===== src/rtl/lfu_pkg.sv =====
// ----------------------------------------------------------------------------
// LFU cache store package
// Shared sizes, the scan word that travels along the cell row and the
// update command that the controller broadcasts to the cells.
// ----------------------------------------------------------------------------
package lfu_pkg;

  localparam int ENTRIES = 16;
  localparam int IDX_W   = (ENTRIES > 1) ? $clog2(ENTRIES) : 1;
  localparam int OCC_W   = $clog2(ENTRIES + 1);
  localparam int CAP_W   = 5;
  localparam int DATA_W  = 32;
  localparam int COUNT_W = 32;
  localparam int TICK_W  = 64;

  localparam logic [CAP_W-1:0]   CAP_RESET  = 5'd16;
  localparam logic [COUNT_W-1:0] COUNT_MAX  = '1;
  localparam logic [DATA_W-1:0]  MISS_VALUE = '1;

  // Partial result of a lookup, refined by each cell it passes through.
  typedef struct packed {
    logic               live;
    logic [DATA_W-1:0]  key;
    logic               hit;
    logic [IDX_W-1:0]   hit_idx;
    logic [DATA_W-1:0]  hit_value;
    logic               have_victim;
    logic [IDX_W-1:0]   victim_idx;
    logic [DATA_W-1:0]  victim_key;
    logic [COUNT_W-1:0] victim_count;
    logic [TICK_W-1:0]  victim_tick;
    logic               have_free;
    logic [IDX_W-1:0]   free_idx;
    logic [OCC_W-1:0]   occupied;
  } scan_t;

  typedef enum logic [1:0] {
    CMD_NONE = 2'd0,
    CMD_USE  = 2'd1,
    CMD_FILL = 2'd2
  } cmd_op_t;

  // Update of one slot, applied by the cell whose index matches.
  typedef struct packed {
    cmd_op_t           op;
    logic [IDX_W-1:0]  idx;
    logic              wr_value;
    logic [DATA_W-1:0] key;
    logic [DATA_W-1:0] value;
    logic [TICK_W-1:0] tick;
  } cmd_t;

endpackage


===== src/rtl/lfu_cell.sv =====
// ----------------------------------------------------------------------------
// LFU cache store cell
// One slot of the store. Refines the passing scan word with its own entry
// and registers it for the next cell; applies update commands for its index.
// ----------------------------------------------------------------------------
module lfu_cell (
  input  logic                      clk,
  input  logic                      rst,
  input  logic [lfu_pkg::IDX_W-1:0] cell_idx,
  input  lfu_pkg::scan_t            scan_in,
  output lfu_pkg::scan_t            scan_out,
  input  lfu_pkg::cmd_t             cmd
);

  logic                        valid;
  logic [lfu_pkg::DATA_W-1:0]  key;
  logic [lfu_pkg::DATA_W-1:0]  value;
  logic [lfu_pkg::COUNT_W-1:0] count;
  logic [lfu_pkg::TICK_W-1:0]  last_use;

  lfu_pkg::scan_t scan_next;
  logic           older;

  always_comb begin
    scan_next = scan_in;
    older = !scan_in.have_victim || (count < scan_in.victim_count) ||
            ((count == scan_in.victim_count) && (last_use < scan_in.victim_tick));
    if (valid) begin
      scan_next.occupied = scan_in.occupied + lfu_pkg::OCC_W'(1);
      if (!scan_in.hit && (key == scan_in.key)) begin
        scan_next.hit       = 1'b1;
        scan_next.hit_idx   = cell_idx;
        scan_next.hit_value = value;
      end
      if (older) begin
        scan_next.have_victim  = 1'b1;
        scan_next.victim_idx   = cell_idx;
        scan_next.victim_key   = key;
        scan_next.victim_count = count;
        scan_next.victim_tick  = last_use;
      end
    end else if (!scan_in.have_free) begin
      scan_next.have_free = 1'b1;
      scan_next.free_idx  = cell_idx;
    end
  end

  // The live flag is control; the rest of the word rides along unreset.
  always_ff @(posedge clk) begin
    if (rst) begin
      scan_out.live <= 1'b0;
    end else begin
      scan_out.live <= scan_next.live;
    end
    scan_out.key          <= scan_next.key;
    scan_out.hit          <= scan_next.hit;
    scan_out.hit_idx      <= scan_next.hit_idx;
    scan_out.hit_value    <= scan_next.hit_value;
    scan_out.have_victim  <= scan_next.have_victim;
    scan_out.victim_idx   <= scan_next.victim_idx;
    scan_out.victim_key   <= scan_next.victim_key;
    scan_out.victim_count <= scan_next.victim_count;
    scan_out.victim_tick  <= scan_next.victim_tick;
    scan_out.have_free    <= scan_next.have_free;
    scan_out.free_idx     <= scan_next.free_idx;
    scan_out.occupied     <= scan_next.occupied;
  end

  logic selected;
  assign selected = (cmd.idx == cell_idx);

  always_ff @(posedge clk) begin
    if (rst) begin
      valid <= 1'b0;
    end else if (selected && (cmd.op == lfu_pkg::CMD_FILL)) begin
      valid <= 1'b1;
    end
  end

  always_ff @(posedge clk) begin
    if (selected) begin
      unique case (cmd.op)
        lfu_pkg::CMD_USE: begin
          if (count != lfu_pkg::COUNT_MAX) begin
            count <= count + lfu_pkg::COUNT_W'(1);
          end
          last_use <= cmd.tick;
          if (cmd.wr_value) begin
            value <= cmd.value;
          end
        end
        lfu_pkg::CMD_FILL: begin
          key      <= cmd.key;
          value    <= cmd.value;
          count    <= lfu_pkg::COUNT_W'(1);
          last_use <= cmd.tick;
        end
        default: begin
        end
      endcase
    end
  end

endmodule


===== config.mk =====
export PLATFORM = sky130hd
export DESIGN_NAME = lfu_cell
export DESIGN_NICKNAME = d
export VERILOG_FILES = /design/src/rtl/lfu_pkg.sv /design/src/rtl/lfu_cell.sv
export SDC_FILE = /design/constraint.sdc
export NUM_CORES = 1
export LEC_CHECK = 0
export ABC_AREA = 1
export BUFFER_PORTS_ARGS = -buffer_cell sky130_fd_sc_hd__buf_2
export CORE_AREA = 2 2 219 221
export DETAILED_ROUTE_END_ITERATION = 8
export DIE_AREA = 0 0 221 223
export PLACE_DENSITY_LB_ADDON = 0.25
export SYNTH_ARGS = -nofsm -noshare
export SYNTH_HDL_FRONTEND = slang
export SYNTH_SLANG_ARGS = --single-unit
export TNS_END_PERCENT = 10

===== constraint.sdc =====
create_clock -name clk -period 4.1 [get_ports clk]
set_clock_uncertainty 0.2 [all_clocks]
set_input_delay 0.41 -clock clk [delete_from_list [all_inputs] [get_ports clk]]
set_output_delay 0.41 -clock clk [all_outputs]
set_load 0.01 [all_outputs]

==> results by group <==
Status
  • Outcome: finished, final reports clean

Route
  • Initial DRC Count: 661
  • Vias per Instance: 4.57
  • Detailed Routing Iterations Pass 1: 8
  • Drt drc: 0
  • DRT Wirelength: 54000 µm
  • Routed len/inst: roughly 17 µm
  • Post-route ant nets: 0
  • DR vias: 14800

Final layout
  • Multi-input combinational cell area: between 0.005 and 0.006 mm²
  • Share of cells above drive strength 1: 25.5%
  • Area grow syn2layout: 55.4%
  • Final Net Count: 3023
  • Most frequent cells in the layout: buf_2, nand2_1, dlygate4sd3_1
  • Storage cell area: around 0.009 mm²
  • Most common cell after layout, fill and taps aside: buf_2
  • Filler cells: 4207

Yosys
  • Synth async-reset ratio: 0%
  • Top cell type's share of synthesized area: 31.0%
  • Top_reg_cell synth: dfxtp_1
  • Post-synth EDFFs: 160
  • Largest area contributor in the netlist: edfxtp_1
  • Unique masters post-synth: 34
  • Syn Area/Cell: approximately 9.4 µm²
  • Yosys warns: 0
  • Top post-synthesis cells by area: edfxtp_1, dfxtp_1, nand2_1
  • Cells after Synth: 1643
  • Post-Syn Nets: 2096
  • Seq/Total Area, Yosys: 58.6%
  • Post-synthesis instance area: 0.0155 mm²
  • #FFs+latches synth: roughly 370

GRT
  • Vias in the first global route: 15300
  • Antenna violations before repair: 5
  • First-pass GRT wire length: 82800 µm
  • Total Routing Usage GR: 21.2%
  • Largest net degree at the start of global routing: 133
  • Grt ovf: 0

Floorplanning
  • Rows: 80
  • Core ar.: roughly 0.047 mm²
  • Die Span X: 221 µm
  • Die Y: roughly 220 µm
  • Initial Utilization: 32.9%
  • Top-level I/O count: 567
  • Full die area: 0.0493 mm²

Setup path
  • Crit path from: scan_in[73]
  • CP Data Required Time: roughly 4400 ps
  • Setup CP Type: in2reg
  • Worst reg2reg path startpoint: last_use[6]
  • Startpoint Class: primary input
  • CP arrival: between 3000 and 4000 ps
  • Worst Setup End Kind: flop
  • CP max FO: 58

Clock network
  • CTS Sinks: 374
  • CTS tree: built
  • Clk_lat worst skew: 570 ps
  • Clk buf depth: 3
  • CTS H-Tree Depth: 2
  • Clk slew on worst S/H paths: 60 ps
  • Cts bufs inserted: 43
  • Root Driver: clkbuf_16
  • Resized Gates After CTS: 0

Timing
  • Final WS setup: 469 ps
  • Final Hold Fails: 0
  • Total negative setup slack: 0 ps
  • Fmax: roughly 280 MHz
  • Crit path time final: 3630 ps
  • RSZ-0062 raised after global routing: false
  • Final Max Tran Viols: 0
  • Measured slew at the worst slew-check pin: 953 ps
  • Relative slew slack: 36.4%
  • Setup-failing EPs final: 0
  • Final Cycle Share: slightly below 90%

Power
  • Power per standard cell area: between 300 and 400 mW/mm²
  • Peak supply drop: ~360 µV
  • P_leak: roughly 12 nW

Flow run
  • Max-cap violations: 0

Placed design
  • Gpl congestion: 0.895
  • Place WS: 739 ps
  • Port Buffers: 566
  • Post-DP HPWL: 37500 µm

Min path
  • Worst hold path class: in2reg
  • Min-Delay Startpoint: cell_idx[3]
-- state kept, by name (all words and copies together), names as in the netlist --
register and count:
key 32, last_use 64, scan_out 213, count 32, valid 1, value 32
-- critical path, stage by stage --
cell           delay (ps)
dlygate4sd3_1         530
buf_2                 120
inv_1                  40
ha_1                  280
nand2_1                50
inv_1                  80
nand3_1               110
nor2_1                190
nand3_1               140
a21oi_1               400
nor2_1                 80
nand2_1               120
nand2_4                80
nand2_4               250
buf_12                280
nand2_1                90
nand2_1                70
dlygate4sd3_1         550
-- path summary, 6_finish.rpt --
check	end	slack [ps]	cells past startpoint
setup / recovery	scan_out[138]	470	18
hold / removal	scan_out[178]	70	3
setup reg to reg	scan_out[141]	580	16
hold reg to reg	scan_out[10]	300	2
-- power breakdown --
group          switching [mW]  internal, mW
Sequential             0.0709          4.06
Combinational           0.535         0.575
Clock                    1.57          2.41
-- cell type report --
cell class | count | area share [%]
sequential | 374 | 37.7
timing repair buffer | 936 | 27.2
multi-input combinational | 1005 | 22.4
clock buffer | 64 | 5.27
inverter | 210 | 3.27
tap | 615 | 3.19
clock inverter | 16 | 0.826
antenna | 6 | 0.0623
-- synth_stat cells, types with 7 or more instances --
| library cell | n |
|---|---|
| xnor2_1 | 9 |
| dfxtp_1 | 214 |
| clkbuf_1 | 26 |
| nand3_1 | 158 |
| nor2_1 | 82 |
| edfxtp_1 | 160 |
| a21oi_1 | 64 |
| o21ai_0 | 62 |
| nand4_1 | 13 |
| nand2_1 | 436 |
| buf_6 | 9 |
| ha_1 | 99 |
| inv_1 | 208 |
| nor3_1 | 21 |
| xor2_1 | 17 |
| buf_2 | 15 |
| nor4_1 | 7 |
-- metal layers --
metal / GRT usage [%] / up-vias / wire length [µm] / share of wire (%)
li1: - / 7252 / - / -
met1: 24.2 / 6827 / 21300 / 39
met2: 38.4 / 582 / 27400 / 51
met3: 5.19 / 95 / 3540 / 6.6
met4: 7.69 / 0 / 1700 / 3.1
met5: 0 / - / 0 / 0
-- cell families after synthesis --
logic type,share of synthesized area [%]
fa+ha+maj,7.99
compound gates,5.18
simple gates,19.8
xor+xnor,1.47
buf+inv,6.95
flops,58.6
-- through the flow --
stage                     hold WS, ps  utilization (%)  area [µm²]  std cells  power, mW
after floorplan                   238                -       15500       1643       4.57
after global placement            286             40.4       19100       2785       5.02
after detailed placement          289             40.4       19100       2785       5.03
after CTS                        14.0             51.1       24100       3220       9.30
after global routing             37.2             51.1       24100       3225       9.56
final                            71.3             51.1       24100       3226       9.22
-- repair_timing --
item,4_1_cts,5_1_grt
setup buffers,0,0
hold endpoints to repair,342,0
hold buffers,355,0
(Power assumes the default switching activity.)
