--- src/rtl/lfu_pkg.sv ---
// ----------------------------------------------------------------------------
// LFU cache store package
// Shared sizes, the scan word that travels along the cell row and the
// update command that the controller broadcasts to the cells.
// ----------------------------------------------------------------------------
package lfu_pkg;

  localparam int ENTRIES = 16;
  localparam int IDX_W   = (ENTRIES > 1) ? $clog2(ENTRIES) : 1;
  localparam int OCC_W   = $clog2(ENTRIES + 1);
  localparam int CAP_W   = 5;
  localparam int DATA_W  = 32;
  localparam int COUNT_W = 32;
  localparam int TICK_W  = 64;

  localparam logic [CAP_W-1:0]   CAP_RESET  = 5'd16;
  localparam logic [COUNT_W-1:0] COUNT_MAX  = '1;
  localparam logic [DATA_W-1:0]  MISS_VALUE = '1;

  // Partial result of a lookup, refined by each cell it passes through.
  typedef struct packed {
    logic               live;
    logic [DATA_W-1:0]  key;
    logic               hit;
    logic [IDX_W-1:0]   hit_idx;
    logic [DATA_W-1:0]  hit_value;
    logic               have_victim;
    logic [IDX_W-1:0]   victim_idx;
    logic [DATA_W-1:0]  victim_key;
    logic [COUNT_W-1:0] victim_count;
    logic [TICK_W-1:0]  victim_tick;
    logic               have_free;
    logic [IDX_W-1:0]   free_idx;
    logic [OCC_W-1:0]   occupied;
  } scan_t;

  typedef enum logic [1:0] {
    CMD_NONE = 2'd0,
    CMD_USE  = 2'd1,
    CMD_FILL = 2'd2
  } cmd_op_t;

  // Update of one slot, applied by the cell whose index matches.
  typedef struct packed {
    cmd_op_t           op;
    logic [IDX_W-1:0]  idx;
    logic              wr_value;
    logic [DATA_W-1:0] key;
    logic [DATA_W-1:0] value;
    logic [TICK_W-1:0] tick;
  } cmd_t;

endpackage

--- src/rtl/lfu_if.sv ---
// ----------------------------------------------------------------------------
// LFU cache store channels
// Valid/ready channels for request words and response words.
// ----------------------------------------------------------------------------
interface lfu_req_if;
  logic                       valid;
  logic                       ready;
  logic                       req_type;
  logic [lfu_pkg::DATA_W-1:0] req_key;
  logic [lfu_pkg::DATA_W-1:0] write_value;

  modport source (output valid, req_type, req_key, write_value, input ready);
  modport sink   (input valid, req_type, req_key, write_value, output ready);
endinterface

interface lfu_rsp_if;
  logic                       valid;
  logic                       ready;
  logic                       hit;
  logic [lfu_pkg::DATA_W-1:0] read_value;
  logic                       evicted;
  logic [lfu_pkg::DATA_W-1:0] evicted_key;

  modport source (output valid, hit, read_value, evicted, evicted_key, input ready);
  modport sink   (input valid, hit, read_value, evicted, evicted_key, output ready);
endinterface

--- src/rtl/lfu_ctrl.sv ---
// ----------------------------------------------------------------------------
// LFU cache store controller
// Accepts requests, launches the scan word down the cell row, turns the
// finished scan into a slot update and a response word.
// ----------------------------------------------------------------------------
module lfu_ctrl (
  input  logic                      clk,
  input  logic                      rst,
  lfu_req_if.sink                   req,
  lfu_rsp_if.source                 rsp,
  input  logic                      cfg_write_en,
  input  logic [lfu_pkg::CAP_W-1:0] cfg_write_data,
  output lfu_pkg::scan_t            seed,
  input  lfu_pkg::scan_t            tail,
  output lfu_pkg::cmd_t             cmd
);

  localparam int EffW = (lfu_pkg::OCC_W > lfu_pkg::CAP_W) ? lfu_pkg::OCC_W : lfu_pkg::CAP_W;

  typedef enum logic [2:0] {
    S_IDLE = 3'b001,
    S_SCAN = 3'b010,
    S_DONE = 3'b100
  } state_t;

  state_t state, state_next;

  logic [lfu_pkg::CAP_W-1:0]  capacity;
  logic [lfu_pkg::TICK_W-1:0] op_tick;
  logic                       is_set;
  logic [lfu_pkg::DATA_W-1:0] set_value;
  lfu_pkg::scan_t             result;

  logic accept;
  logic fire;

  assign req.ready = (state == S_IDLE);
  assign accept    = req.valid && req.ready;
  assign fire      = (state == S_DONE) && (!rsp.valid || rsp.ready);

  always_comb begin
    seed      = '0;
    seed.live = accept;
    seed.key  = req.req_key;
  end

  always_comb begin
    state_next = state;
    unique case (state)
      S_IDLE: if (accept) state_next = S_SCAN;
      S_SCAN: if (tail.live) state_next = S_DONE;
      S_DONE: if (fire) state_next = S_IDLE;
      default: state_next = S_IDLE;
    endcase
  end

  always_ff @(posedge clk) begin
    if (rst) begin
      state    <= S_IDLE;
      capacity <= lfu_pkg::CAP_RESET;
      op_tick  <= '0;
    end else begin
      state <= state_next;
      if (cfg_write_en) begin
        capacity <= cfg_write_data;
      end
      if (accept) begin
        op_tick <= op_tick + lfu_pkg::TICK_W'(1);
      end
    end
  end

  always_ff @(posedge clk) begin
    if (accept) begin
      is_set    <= req.req_type;
      set_value <= req.write_value;
    end
    if ((state == S_SCAN) && tail.live) begin
      result <= tail;
    end
  end

  // Effective capacity: zero acts as one, anything above the row as the row.
  logic [EffW-1:0] cap_ext, eff_cap, occ_ext;
  logic            do_evict;

  always_comb begin
    cap_ext = EffW'(capacity);
    occ_ext = EffW'(result.occupied);
    if (capacity == '0) begin
      eff_cap = EffW'(1);
    end else if (cap_ext > EffW'(lfu_pkg::ENTRIES)) begin
      eff_cap = EffW'(lfu_pkg::ENTRIES);
    end else begin
      eff_cap = cap_ext;
    end
    do_evict = is_set && !result.hit && result.have_victim &&
               ((occ_ext >= eff_cap) || !result.have_free);
  end

  always_comb begin
    cmd          = '0;
    cmd.op       = lfu_pkg::CMD_NONE;
    cmd.key      = result.key;
    cmd.value    = set_value;
    cmd.tick     = op_tick;
    cmd.wr_value = is_set;
    cmd.idx      = result.hit_idx;
    if (fire) begin
      if (result.hit) begin
        cmd.op = lfu_pkg::CMD_USE;
      end else if (is_set) begin
        cmd.op  = lfu_pkg::CMD_FILL;
        cmd.idx = do_evict ? result.victim_idx : result.free_idx;
      end
    end
  end

  always_ff @(posedge clk) begin
    if (rst) begin
      rsp.valid <= 1'b0;
    end else if (fire) begin
      rsp.valid <= 1'b1;
    end else if (rsp.ready) begin
      rsp.valid <= 1'b0;
    end
  end

  always_ff @(posedge clk) begin
    if (fire) begin
      rsp.hit         <= result.hit;
      rsp.evicted     <= do_evict;
      rsp.evicted_key <= do_evict ? result.victim_key : '0;
      if (is_set) begin
        rsp.read_value <= '0;
      end else if (result.hit) begin
        rsp.read_value <= result.hit_value;
      end else begin
        rsp.read_value <= lfu_pkg::MISS_VALUE;
      end
    end
  end

  a_tail_in_scan: assert property (@(posedge clk) disable iff (rst)
    tail.live |-> (state == S_SCAN))
    else $error("scan word left the row outside a lookup");

  a_accept_starts_scan: assert property (@(posedge clk) disable iff (rst)
    accept |=> (state == S_SCAN))
    else $error("accepted request did not start a scan");

  a_rsp_from_done: assert property (@(posedge clk) disable iff (rst)
    $rose(rsp.valid) |-> $past(state == S_DONE))
    else $error("response raised without a finished scan");

  a_tick_only_on_accept: assert property (@(posedge clk) disable iff (rst)
    !accept |=> $stable(op_tick))
    else $error("operation tick moved without a request");

  a_evict_only_set_miss: assert property (@(posedge clk) disable iff (rst)
    (fire && do_evict) |-> (is_set && !result.hit && (cmd.op == lfu_pkg::CMD_FILL)))
    else $error("eviction outside a set miss");

endmodule

--- src/flat_wrapper.sv ---
// flat-port wrapper written by rule: the top's interface ports become plain ports
module lfu_ctrl_flat 
  (clk, rst, cfg_write_en, cfg_write_data, seed, tail, cmd, req_valid, req_req_type, req_req_key, req_write_value, req_ready, rsp_valid, rsp_hit, rsp_read_value, rsp_evicted, rsp_evicted_key, rsp_ready);
  lfu_req_if req_i ();
  lfu_rsp_if rsp_i ();
  input  logic clk;
  input  logic rst;
  input  logic cfg_write_en;
  input  logic [lfu_pkg::CAP_W-1:0] cfg_write_data;
  output lfu_pkg::scan_t seed;
  input  lfu_pkg::scan_t tail;
  output lfu_pkg::cmd_t cmd;
  input wire logic [$bits(req_i.valid)-1:0] req_valid;
  input wire logic [$bits(req_i.req_type)-1:0] req_req_type;
  input wire logic [$bits(req_i.req_key)-1:0] req_req_key;
  input wire logic [$bits(req_i.write_value)-1:0] req_write_value;
  output wire logic [$bits(req_i.ready)-1:0] req_ready;
  output wire logic [$bits(rsp_i.valid)-1:0] rsp_valid;
  output wire logic [$bits(rsp_i.hit)-1:0] rsp_hit;
  output wire logic [$bits(rsp_i.read_value)-1:0] rsp_read_value;
  output wire logic [$bits(rsp_i.evicted)-1:0] rsp_evicted;
  output wire logic [$bits(rsp_i.evicted_key)-1:0] rsp_evicted_key;
  input wire logic [$bits(rsp_i.ready)-1:0] rsp_ready;
  assign req_i.valid = req_valid;
  assign req_i.req_type = req_req_type;
  assign req_i.req_key = req_req_key;
  assign req_i.write_value = req_write_value;
  assign req_ready = req_i.ready;
  assign rsp_valid = rsp_i.valid;
  assign rsp_hit = rsp_i.hit;
  assign rsp_read_value = rsp_i.read_value;
  assign rsp_evicted = rsp_i.evicted;
  assign rsp_evicted_key = rsp_i.evicted_key;
  assign rsp_i.ready = rsp_ready;
  lfu_ctrl u_core (.clk(clk), .rst(rst), .req(req_i), .rsp(rsp_i), .cfg_write_en(cfg_write_en), .cfg_write_data(cfg_write_data), .seed(seed), .tail(tail), .cmd(cmd));
endmodule
--- config.mk ---
export PLATFORM = sky130hd
export DESIGN_NAME = lfu_ctrl_flat
export DESIGN_NICKNAME = d
export VERILOG_FILES = /design/src/rtl/lfu_pkg.sv /design/src/rtl/lfu_if.sv /design/src/rtl/lfu_ctrl.sv /design/src/flat_wrapper.sv
export SDC_FILE = /design/constraint.sdc
export NUM_CORES = 1
export LEC_CHECK = 0
export BUFFER_PORTS_ARGS = -buffer_cell sky130_fd_sc_hd__clkbuf_2
export CAP_MARGIN = 20
export CORE_AREA = 2 2 271 273
export DETAILED_ROUTE_END_ITERATION = 12
export DIE_AREA = 0 0 273 275
export PLACE_DENSITY_LB_ADDON = 0.25
export REMOVE_ABC_BUFFERS = 1
export SYNTH_ARGS = -nofsm -noshare
export SYNTH_HDL_FRONTEND = slang
export SYNTH_SLANG_ARGS = --single-unit
export TNS_END_PERCENT = 50
--- constraint.sdc ---
create_clock -name clk -period 9.2 [get_ports clk]
set_input_delay 0.46 -clock clk [delete_from_list [all_inputs] [get_ports clk]]
set_output_delay 0.46 -clock clk [all_outputs]
set_load 0.02 [all_outputs]
==> key figures <==
Outcome
  • Outcome: complete, no violations

Power and ir drop
  • Post-layout total power: between 3 and 4 mW
  • PwrDens: 194 nW/um2
  • Max VDD drop: 0.118 mV
  • Pleak: 6.08 nW

Global routing
  • Total track usage: 0.0919
  • Pin count of the biggest net entering global routing: 72
  • First-pass GRT wire length: 51400 um
  • Initial antenna violation count: 5
  • Vias in the first global route: ~7.6k
  • Gr ovfl total: 0

Place
  • Dpl cells: 2254
  • HPWL after DPL: ~27000 um
  • Dpl cell area: 14300 um2
  • PortBufs: 363
  • GP Congestion: 0.740
  • Setup WS pre-CTS: 5.82 ns

Floorplanning
  • Die area: 75100 um2
  • # rows: 99
  • Die height: 275 um
  • Top Ports: 704
  • Core ar.: 72300 um2
  • Chip width: 273 um
  • Initial Util: 0.173

Final layout
  • Fin area: 15500 um2
  • Final Util: 0.214
  • FILL cells: 7924
  • Fin nets: 1629
  • Finished Layout Cells: 2320
  • Area Growth Syn to Fin: 23.9%
  • Ratio of cells with drive above 1 in the final layout: 0.325

Clocking
  • Clock Tree Root: clkbuf_16
  • CTS buffer count: 37
  • Post-CTS resize count: 0
  • Postcts setup bufs: 0
  • H-tree levels: 2
  • Clk sinks: 288
  • Clock buffer depth: 3
  • CTS tree: built
  • Hold buffers post-CTS: 0
  • Worst skew pair latency: ~0.54 ns
  • Clock transition at path regs: 0.06 ns

STA
  • Relative slew slack: 0.338
  • FMAX: 0.298 GHz
  • Least-Margin Pin Slew: 0.985 ns
  • Max Slew Vio Count: 0
  • Final Hold Fails: 0
  • Tcrit/Tclk final: 0.365
  • Hold slack: 0.0854 ns
  • Final clock skew: approximately 0.013 ns
  • Tmin final: 3.35 ns
  • Fin worst setup slack: 5.85 ns
  • RSZ-0062 raised after global routing: false
  • Final setup vio count: 0
  • Total negative slack: 0 ns

Logic synthesis
  • Share of the synthesized area in the top cell type: 0.516
  • Cells after Synth: 1020
  • Synth Cell Area: 12500 um2
  • Syn Area/Cell: approximately 12 um2
  • Synth async-reset ratio: 0
  • Ys Warns: 0
  • Count leader, synth: buf_4
  • Yosys cell types: 44
  • Synth top area cells: edfxtp_1, buf_4, dfxtp_1, a21oi_1, and2_1
  • Synth Flop Type: edfxtp_1
  • Post-synth EDFFs: 215
  • Sequential fraction of the synthesis area: 0.633
  • Post-synthesis register bit count: 288
  • Synth top cells by count: buf_4, edfxtp_1, dfxtp_1
  • Synth area leader: edfxtp_1

Setup path
  • Critical Path End Type: output port
  • Critical path data arrival time: 2.89 ns
  • Critical-path maximum fanout: 20
  • Reg2Reg Setup Slack: 6.30 ns
  • Startpoint Class: flop
  • Critical Path RT: 8.74 ns
  • Kind of critical path: flop to output port

Detailed routing
  • # DRC: 0
  • DR iter-0 viols: 442
  • Antenna viol nets, final: 0
  • Routed len/inst: 16.0 um
  • TritonRoute pass-1 iters: 4
  • Avg Vias per Cell: 3.45
  • Vias: 8006
  • Total wire length: 37100 um

Flow run
  • Maxcap violations: 0

Min path
  • Worst Hold Class: input pin to flop
==> report_power, final <==
part,internal [mW],total (mW),leakage [nW],switching (mW)
clock network,0.835,1.41,0.571,0.575
registers,1.41,1.42,2.50,0.00665
logic,0.0424,0.172,3.01,0.129
total,2.29,3.00,6.08,0.711
==> critical path: stages, from the launching register on <==
cell and delay (ns):
dfxtp_1 0.46, or3b_2 0.53, nor2b_4 0.12, buf_4 0.31, and2_1 0.40, nor2_1 0.08
a31oi_1 0.23, clkbuf_2 0.22
==> state kept, by name, indices dropped and copies added, names as in the netlist <==
register,count
u_core.result,79
u_core.op_tick,64
u_core.cmd,32
u_core.rsp.evicted_key,32
u_core.rsp.read_value,32
u_core.set_value,32
u_core.cap_ext,5
u_core.occ_ext,5
u_core.state,3
u_core.is_set,1
u_core.rsp.evicted,1
u_core.rsp.hit,1
u_core.rsp.valid,1
==> final timing paths <==
check                                       start                               to  cells after the start
setup / recovery     u_core.state[2]$_SDFFE_PP0P_                         cmd[129]                      7
hold / removal                          tail[119]     u_core.result[119]$_DFFE_PP_                      1
setup reg to reg   u_core.op_tick[3]$_SDFFE_PP0P_  u_core.op_tick[48]$_SDFFE_PP0P_                      5
hold reg to reg   u_core.op_tick[63]$_SDFFE_PP0P_  u_core.op_tick[63]$_SDFFE_PP0P_                      2
==> layout make-up <==
type                    count  area, um2  area share
diodes                      2       5.00    0.000323
clock buffers              49       1020      0.0659
clock inverters            14        135     0.00872
inverters                  49        184      0.0119
multi-input cells         584       3120       0.202
flip-flops and latches    288       7920       0.511
well taps                 959       1200      0.0774
repair buffers            375       1910       0.123
==> routing by layer <==
layer	share of wire	global-route usage
met1	0.41	0.112
met2	0.45	0.134
met3	0.11	0.0504
met4	0.028	0.0326
met5	0.0042	0.0119
==> kinds of logic (layout without fill, tap and decap cells) <==
group	after synthesis	count (layout)	share of synthesized area
and+or+nand+nor	246	246	0.113
AOI/OAI and AO/OA	119	119	0.0524
muxes	4	4	0.00320
adders and majority gates	6	6	0.00600
buffers and inverters	327	487	0.173
other	1	182	0.000300
DFF	288	288	0.633
xor gates and xnor gates	29	29	0.0203
==> placed cells by master, fill, tap and decap left out, types with 4 or more instances in the layout <==
cell	synthesis	layout
nor2_1	52	51
and3_1	8	8
nand4b_1	4	4
nand3b_1	4	4
mux2i_1	4	4
a21oi_1	71	71
a31oi_1	4	4
nand4_1	25	25
nand2b_1	4	4
and2_1	36	36
inv_1	49	49
or3_1	12	12
ha_1	6	6
clkinv_2	0	6
dfxtp_1	73	73
clkbuf_1	28	8
edfxtp_1	215	215
nor3_1	9	9
o31ai_1	10	10
xnor2_1	18	18
nand2_1	28	28
or4_1	11	11
conb_1	1	180
buf_4	247	11
nand3_1	22	22
clkbuf_16	0	38
clkbuf_2	0	363
nor4_1	12	12
xor2_1	11	11
o21ai_0	24	24
Power figures use the tool's default switching activity.
